<file path="src/design/pidsep_pkg.sv">
// Shared types, register indexes and reset values for the PID controller block.
`timescale 1ns / 1ps

package pidsep_pkg;

  localparam int CFG_IDX_W  = 3;
  localparam int CFG_DATA_W = 32;

  localparam logic [CFG_IDX_W-1:0] REG_GAIN_PROP       = 3'd0;
  localparam logic [CFG_IDX_W-1:0] REG_GAIN_INTEG      = 3'd1;
  localparam logic [CFG_IDX_W-1:0] REG_GAIN_DERIV      = 3'd2;
  localparam logic [CFG_IDX_W-1:0] REG_SEPARATION_BAND = 3'd3;
  localparam logic [CFG_IDX_W-1:0] REG_WINDUP_BOUND    = 3'd4;
  localparam logic [CFG_IDX_W-1:0] REG_LIMIT_ENABLE    = 3'd5;
  localparam logic [CFG_IDX_W-1:0] REG_LIMIT_UPPER     = 3'd6;
  localparam logic [CFG_IDX_W-1:0] REG_LIMIT_LOWER     = 3'd7;

  localparam logic signed [15:0] RST_GAIN_PROP       = 16'sd256;
  localparam logic signed [15:0] RST_GAIN_INTEG      = 16'sd0;
  localparam logic signed [15:0] RST_GAIN_DERIV      = 16'sd0;
  localparam logic [14:0]        RST_SEPARATION_BAND = 15'd32767;
  localparam logic [29:0]        RST_WINDUP_BOUND    = 30'd1000000;
  localparam logic               RST_LIMIT_ENABLE    = 1'b0;
  localparam logic signed [31:0] RST_LIMIT_UPPER     = 32'sh7FFF_FFFF;
  localparam logic signed [31:0] RST_LIMIT_LOWER     = 32'sh8000_0000;

  localparam logic KIND_STEP  = 1'b0;
  localparam logic KIND_CLEAR = 1'b1;

  typedef struct packed {
    logic              kind;
    logic signed [15:0] error_in;
    logic signed [15:0] deriv_in;
  } in_item_t;

  typedef struct packed {
    logic signed [31:0] drive_out;
    logic               integ_used;
  } out_item_t;

  // Integrator result handed to the multiply stage
  typedef struct packed {
    logic               use_i;
    logic signed [31:0] acc;
  } integ_res_t;

endpackage

</file>
<file path="src/design/pidsep_integ.sv">
// Integral accumulator with separation band and anti-windup.
`timescale 1ns / 1ps

module pidsep_integ import pidsep_pkg::*; (
  input  logic        clk,
  input  logic        rst,
  input  logic        take,
  input  in_item_t    item,
  input  logic [14:0] band,
  input  logic [29:0] bound,
  output integ_res_t  res
);

  logic signed [31:0] integ_acc;
  logic signed [31:0] integ_acc_next;

  logic signed [16:0] err_x;
  logic signed [16:0] band_p;
  logic signed [16:0] band_n;
  logic               in_band;
  logic signed [32:0] acc_x;
  logic signed [32:0] bound_p;
  logic signed [32:0] bound_n;
  logic               add_en;
  logic signed [32:0] sum_x;
  logic signed [31:0] sum_sat;

  always_comb begin
    err_x   = {item.error_in[15], item.error_in};
    band_p  = {2'b00, band};
    band_n  = -band_p;
    in_band = !(err_x > band_p || err_x < band_n);

    acc_x   = {integ_acc[31], integ_acc};
    bound_p = {3'b000, bound};
    bound_n = -bound_p;
    // past a bound only error of the opposite sign gets in
    if (acc_x > bound_p) begin
      add_en = item.error_in[15];
    end else if (acc_x < bound_n) begin
      add_en = !item.error_in[15] && (item.error_in != 16'sd0);
    end else begin
      add_en = 1'b1;
    end

    sum_x = acc_x + (add_en ? {{17{item.error_in[15]}}, item.error_in} : 33'sd0);
    if (sum_x[32] != sum_x[31]) begin
      sum_sat = sum_x[32] ? 32'sh8000_0000 : 32'sh7FFF_FFFF;
    end else begin
      sum_sat = sum_x[31:0];
    end

    if (item.kind == KIND_CLEAR) begin
      integ_acc_next = 32'sd0;
    end else if (in_band) begin
      integ_acc_next = sum_sat;
    end else begin
      integ_acc_next = integ_acc;
    end

    res.use_i = (item.kind == KIND_STEP) && in_band;
    res.acc   = integ_acc_next;
  end

  always_ff @(posedge clk) begin
    if (rst) begin
      integ_acc <= 32'sd0;
    end else if (take) begin
      integ_acc <= integ_acc_next;
    end
  end

endmodule

</file>
<file path="src/design/pid_integral_separation_antiwindup.sv">
// Top level: positional PID step with integral separation, anti-windup and clamp.
`timescale 1ns / 1ps
//
// Input channel in_valid/in_ready/in_data carries one item: kind, error_in,
// deriv_in. kind selects a compute step or a clear of the integral.
// Output channel out_valid/out_ready/out_data returns one item per input:
// drive_out and integ_used.
// Registers are written through cfg_wr_en/cfg_index/cfg_data, one per cycle.
// The user must write them only while no item is in flight; the block itself
// does not enforce this. An accepted item is registered in stage 1, then in
// stage 2, then in the output register, from which its result is taken.
// One item per cycle while the receiver does not stall. The integral is
// updated as the item is taken, so the accumulator feedback loop holds a
// single register; the three gain multiplies sit in the next stage and the
// sum, shift, saturation and clamp in the output stage.
// Reset clears the integral and the pipeline and loads the register defaults.
// When the receiver stalls, the three stages hold and fill up; in_ready
// drops once all of them hold an item.

module pid_integral_separation_antiwindup import pidsep_pkg::*; (
  input  logic                  clk,
  input  logic                  rst,
  input  logic                  in_valid,
  output logic                  in_ready,
  input  in_item_t              in_data,
  output logic                  out_valid,
  input  logic                  out_ready,
  output out_item_t             out_data,
  input  logic                  cfg_wr_en,
  input  logic [CFG_IDX_W-1:0]  cfg_index,
  input  logic [CFG_DATA_W-1:0] cfg_data
);

  // configuration
  logic signed [15:0] gain_prop;
  logic signed [15:0] gain_integ;
  logic signed [15:0] gain_deriv;
  logic [14:0]        separation_band;
  logic [29:0]        windup_bound;
  logic               limit_enable;
  logic signed [31:0] limit_upper;
  logic signed [31:0] limit_lower;

  always_ff @(posedge clk) begin
    if (rst) begin
      gain_prop       <= RST_GAIN_PROP;
      gain_integ      <= RST_GAIN_INTEG;
      gain_deriv      <= RST_GAIN_DERIV;
      separation_band <= RST_SEPARATION_BAND;
      windup_bound    <= RST_WINDUP_BOUND;
      limit_enable    <= RST_LIMIT_ENABLE;
      limit_upper     <= RST_LIMIT_UPPER;
      limit_lower     <= RST_LIMIT_LOWER;
    end else if (cfg_wr_en) begin
      unique case (cfg_index)
        REG_GAIN_PROP:       gain_prop       <= cfg_data[15:0];
        REG_GAIN_INTEG:      gain_integ      <= cfg_data[15:0];
        REG_GAIN_DERIV:      gain_deriv      <= cfg_data[15:0];
        REG_SEPARATION_BAND: separation_band <= cfg_data[14:0];
        REG_WINDUP_BOUND:    windup_bound    <= cfg_data[29:0];
        REG_LIMIT_ENABLE:    limit_enable    <= cfg_data[0];
        REG_LIMIT_UPPER:     limit_upper     <= cfg_data[31:0];
        REG_LIMIT_LOWER:     limit_lower     <= cfg_data[31:0];
        default: ;
      endcase
    end
  end

  // pipeline flow control
  logic s1_valid;
  logic s2_valid;
  logic out_free;
  logic s2_free;
  logic s1_free;
  logic take;

  assign out_free = !out_valid || out_ready;
  assign s2_free  = !s2_valid || out_free;
  assign s1_free  = !s1_valid || s2_free;
  assign in_ready = s1_free;
  assign take     = in_valid && in_ready;

  // stage 1: integrator update
  integ_res_t ires;

  pidsep_integ u_integ (
    .clk   (clk),
    .rst   (rst),
    .take  (take),
    .item  (in_data),
    .band  (separation_band),
    .bound (windup_bound),
    .res   (ires)
  );

  logic               s1_clr;
  logic               s1_use;
  logic signed [31:0] s1_acc;
  logic signed [15:0] s1_err;
  logic signed [15:0] s1_der;

  always_ff @(posedge clk) begin
    if (rst) begin
      s1_valid <= 1'b0;
    end else if (s1_free) begin
      s1_valid <= take;
    end
  end

  always_ff @(posedge clk) begin
    if (take) begin
      s1_clr <= (in_data.kind == KIND_CLEAR);
      s1_use <= ires.use_i;
      s1_acc <= ires.acc;
      s1_err <= in_data.error_in;
      s1_der <= in_data.deriv_in;
    end
  end

  // stage 2: gain multiplies
  logic signed [31:0] pp_c;
  logic signed [31:0] pd_c;
  logic signed [47:0] pi_c;

  assign pp_c = 32'(gain_prop) * 32'(s1_err);
  assign pd_c = 32'(gain_deriv) * 32'(s1_der);
  assign pi_c = 48'(gain_integ) * 48'(s1_acc);

  logic               s2_clr;
  logic               s2_use;
  logic signed [31:0] s2_pp;
  logic signed [31:0] s2_pd;
  logic signed [47:0] s2_pi;

  always_ff @(posedge clk) begin
    if (rst) begin
      s2_valid <= 1'b0;
    end else if (s2_free) begin
      s2_valid <= s1_valid;
    end
  end

  always_ff @(posedge clk) begin
    if (s2_free && s1_valid) begin
      s2_clr <= s1_clr;
      s2_use <= s1_use;
      s2_pp  <= pp_c;
      s2_pd  <= pd_c;
      s2_pi  <= s1_use ? pi_c : 48'sd0;
    end
  end

  // stage 3: sum, floor shift, saturate, clamp
  logic signed [49:0] sum_c;
  logic signed [41:0] sh_c;
  logic signed [31:0] sat_c;
  logic signed [31:0] drive_c;
  out_item_t          out_next;

  always_comb begin
    sum_c = {{18{s2_pp[31]}}, s2_pp} + {{18{s2_pd[31]}}, s2_pd} + {{2{s2_pi[47]}}, s2_pi};
    // dropping the low bits of two's complement rounds toward minus infinity
    sh_c  = sum_c[49:8];
    if (sh_c[41:31] != {11{sh_c[41]}}) begin
      sat_c = sh_c[41] ? 32'sh8000_0000 : 32'sh7FFF_FFFF;
    end else begin
      sat_c = sh_c[31:0];
    end

    drive_c = sat_c;
    if (limit_enable) begin
      // upper test wins when the limits cross
      if (sat_c > limit_upper) begin
        drive_c = limit_upper;
      end else if (sat_c < limit_lower) begin
        drive_c = limit_lower;
      end
    end

    if (s2_clr) begin
      out_next.drive_out  = 32'sd0;
      out_next.integ_used = 1'b0;
    end else begin
      out_next.drive_out  = drive_c;
      out_next.integ_used = s2_use;
    end
  end

  always_ff @(posedge clk) begin
    if (rst) begin
      out_valid <= 1'b0;
    end else if (out_free) begin
      out_valid <= s2_valid;
    end
  end

  always_ff @(posedge clk) begin
    if (out_free && s2_valid) begin
      out_data <= out_next;
    end
  end

endmodule

</file>
<file path="config.mk">
export PLATFORM = sky130hd
export DESIGN_NAME = pid_integral_separation_antiwindup
export DESIGN_NICKNAME = d
export VERILOG_FILES = /design/src/design/pidsep_pkg.sv /design/src/design/pidsep_integ.sv /design/src/design/pid_integral_separation_antiwindup.sv
export SDC_FILE = /design/constraint.sdc
export NUM_CORES = 2
export LEC_CHECK = 0
export BUFFER_PORTS_ARGS = -buffer_cell sky130_fd_sc_hd__buf_2
export CAP_MARGIN = 30
export CORE_MARGIN = 5
export CORE_UTILIZATION = 50
export CTS_CLUSTER_DIAMETER = 50
export DETAILED_ROUTE_END_ITERATION = 6
export GPL_ROUTABILITY_DRIVEN = 0
export PLACE_DENSITY = 0.77
export SKIP_LAST_GASP = 1
export SLEW_MARGIN = 20
export SYNTH_ARGS = -nofsm -noshare
export SYNTH_HDL_FRONTEND = slang
export SYNTH_SLANG_ARGS = --single-unit
</file>
<file path="constraint.sdc">
create_clock -name clk -period 9.9 [get_ports clk]
set_clock_uncertainty 0.05 [all_clocks]
set_input_delay 0.495 -clock clk [delete_from_list [all_inputs] [get_ports clk]]
set_output_delay 0.495 -clock clk [all_outputs]
set_load 0.05 [all_outputs]
</file>
==> flow_metrics.env <==
export IMPL_status="complete, no violations"
export IMPL_cellPowerDensity_nw_per_um2=139
export IMPL_final_common_cell="inv_1"
export IMPL_finalMaxSlewViolations=0
export IMPL_slew_headroom_pct=30.3
export IMPL_cts_sinks=406
export IMPL_cts_htree_levels=2
export IMPL_place_hpwl_um=136000
export IMPL_synth_nets=8349
export IMPL_hold_path_class="input port to flip-flop"
export IMPL_drt_first_iter_violations=3994
export IMPL_synth_area_um2=61300
export IMPL_n_fill_cell=10500
export IMPL_drv_cap=0
export IMPL_fp_dieH_um=360
export IMPL_die_w_um=360
export IMPL_holdBufCountCts=0
export IMPL_ys_flop_type="edfxtp_1"
export IMPL_vias=47400
export IMPL_hold_viol_final=0
export IMPL_p_leak_nw=28.2
export IMPL_critical_path_class="flip-flop to flip-flop"
export IMPL_crit_fanout=23
export IMPL_avgViaCountPerCell=5.69
export IMPL_setup_tns_ps=0
export IMPL_max_freq_mhz=114
export IMPL_drc_errors=0
export IMPL_clock_latency_ps=630
export IMPL_cpPeakStageDelay_ps=800
export IMPL_grt_max_degree=70
export IMPL_ys_ff_latch=406
export IMPL_endpoint_kind="flip-flop"
export IMPL_period_minus_slack_ps=8790
export IMPL_synth_edff_count=213
export IMPL_layout_common_cells="1265 x inv_1, 1058 x fa_1, 985 x nand2_1"
export IMPL_post_route_period_util_pct=88.8
export IMPL_grt_pass1_vias=49400
export IMPL_dieArea_um2=130000
export IMPL_drt_wirelength_per_cell_um=20.7
export IMPL_cp_data_arrival_time_ps=9150
export IMPL_cts_inserted_buffers=48
export IMPL_synthArstFlopShare_pct=0
export IMPL_ys_seq_area_share_pct=16.7
export IMPL_setup_viol=0
export IMPL_syn2layout_area_growth_pct=6.28
export IMPL_core_um2=122000
export IMPL_cts_tree="built"
export IMPL_grt_pass1_wl_um=274000
export IMPL_peakVddDrop_mv=0.193
export IMPL_grt_usage_pct=26.7
export IMPL_overflow=0
export IMPL_synthesis_instances=6703
export IMPL_post_cts_setup_buffers=0
export IMPL_root_buffer="clkbuf_16"
export IMPL_final_core_util_pct=53.5
export IMPL_path_clk_slew_ps=60
export IMPL_clockBufferDepth=3
export IMPL_cpMostUsedCell="a21o_1"
export IMPL_yosys_warnings=0
export IMPL_wirelength_um=173000
export IMPL_slowest_stage="edfxtp_1"
export IMPL_io_pins=108
export IMPL_cp_start_kind="flip-flop"
export IMPL_cp_data_required_time_ps=10260
export IMPL_drt_pass1_iterations=5
export IMPL_initial_utilization_pct=50.3
export IMPL_ys_types=85
export IMPL_nNetsFinal=8309
export IMPL_worst_slew_pin_slew_ps=1050
export IMPL_ant_nets=0
export IMPL_layout_drive_gt1_share_pct=4.88
export IMPL_avgSynthCellArea_um2=9.15
export IMPL_rsz0062_at_grt="false"
export IMPL_grt_antenna_before_repair=23
export IMPL_num_rows=128
export IMPL_cts_resized=0
export IMPL_numPortBuffers=107
metrics by stage:
step | cells | total power, mW | worst slack, ps | hold WS, ps | cell area, um2
final | 8340 | 9.03 | 1110 | 45.9 | 65200
after global routing | 8329 | 9.64 | 434 | 30.2 | 65100
after CTS | 8324 | 8.96 | 915 | 15.7 | 65100
after detailed placement | 8234 | 7.08 | 993 | 362 | 63400
after global placement | 8231 | 6.95 | 838 | 351 | 63300
after floorplan | 6703 | 5.65 | 120 | 350 | 61300
cells in the mapped netlist, types with 47 or more instances:
master	count	area share, %
nand4_1	55	0.56
ha_1	515	11
a21o_1	91	1.1
nor2_1	279	1.7
dfxtp_1	193	6.3
and2_1	384	3.9
nand2_1	986	6.0
fa_1	1058	35
nand3_1	53	0.43
o211ai_1	58	0.71
inv_1	1267	7.8
a21oi_1	365	3.0
xor2_1	47	0.67
nand2b_1	92	0.94
edfxtp_1	213	10
clkbuf_1	240	1.5
nor3_1	89	0.73
xnor2_1	168	2.4
o21ai_0	121	0.99
area by class of cell:
type	instances	area, um2	share of cell area [%]
Tap cell	1625	2030	3.12
Inverter	1267	4760	7.30
Multi-Input combinational cell	4778	45400	69.7
Sequential cell	406	10300	15.8
Timing Repair Buffer	162	1020	1.56
Clock buffer	58	1290	1.98
Antenna cell	12	30.0	0.0461
Clock inverter	32	363	0.557
sequential cells by signal (all words and copies together) (netlist names), 30 cells and up:
signal and flops:
out_data 33, u_integ.integ_acc 32, windup_bound 30, s2_pp 32
s2_pi 48, s1_acc 32, limit_upper 32, s2_pd 32
limit_lower 32
report_power, final:
group | switching [mW] | internal (mW)
Sequential | 0.286 | 1.98
Combinational | 3.03 | 1.89
Clock | 0.801 | 1.04
final timing paths:
path / start / end / slack (ps) / cells past startpoint
setup / recovery: s2_pd[31] / out_data[5] / 1110 / 32
hold / removal: in_data[12] / s1_der[12] / 50 / 1
setup reg to reg: s2_pd[31] / out_data[5] / 1110 / 32
hold reg to reg: s1_clr / s2_clr / 380 / 0
metal layers:
metal  up-vias  global-route usage [%]  part of all wire (%)
met5         -                       0                 0.076
met4        20                    15.0                   6.9
met3       631                    6.75                    10
met2      2312                    42.7                    46
met1     23500                    33.0                    37
li1      21000                       -                     -
cell families (layout without fill, tap and decap cells):
| group | count (synthesis) | count (layout) | share of synthesized area [%] |
|---|---|---|---|
| AOI/OAI and AO/OA | 883 | 883 | 9.44 |
| xor gates and xnor gates | 217 | 217 | 3.13 |
| adders and majority gates | 1578 | 1578 | 45.1 |
| buffers and inverters | 1519 | 1519 | 9.33 |
| DFF | 406 | 406 | 16.7 |
| muxes | 16 | 16 | 0.261 |
| other | 0 | 12 | 0 |
| and+or+nand+nor | 2084 | 2084 | 16.0 |
critical path, delay by kind of cell (launching register included):
family / cells / cell delay [ps]
compound gates: 15 / 3470
simple gates: 9 / 1510
buf+inv: 4 / 1170
fa+ha+maj: 3 / 1090
flops: 1 / 800
xor+xnor: 1 / 460
(Power assumes the default switching activity.)
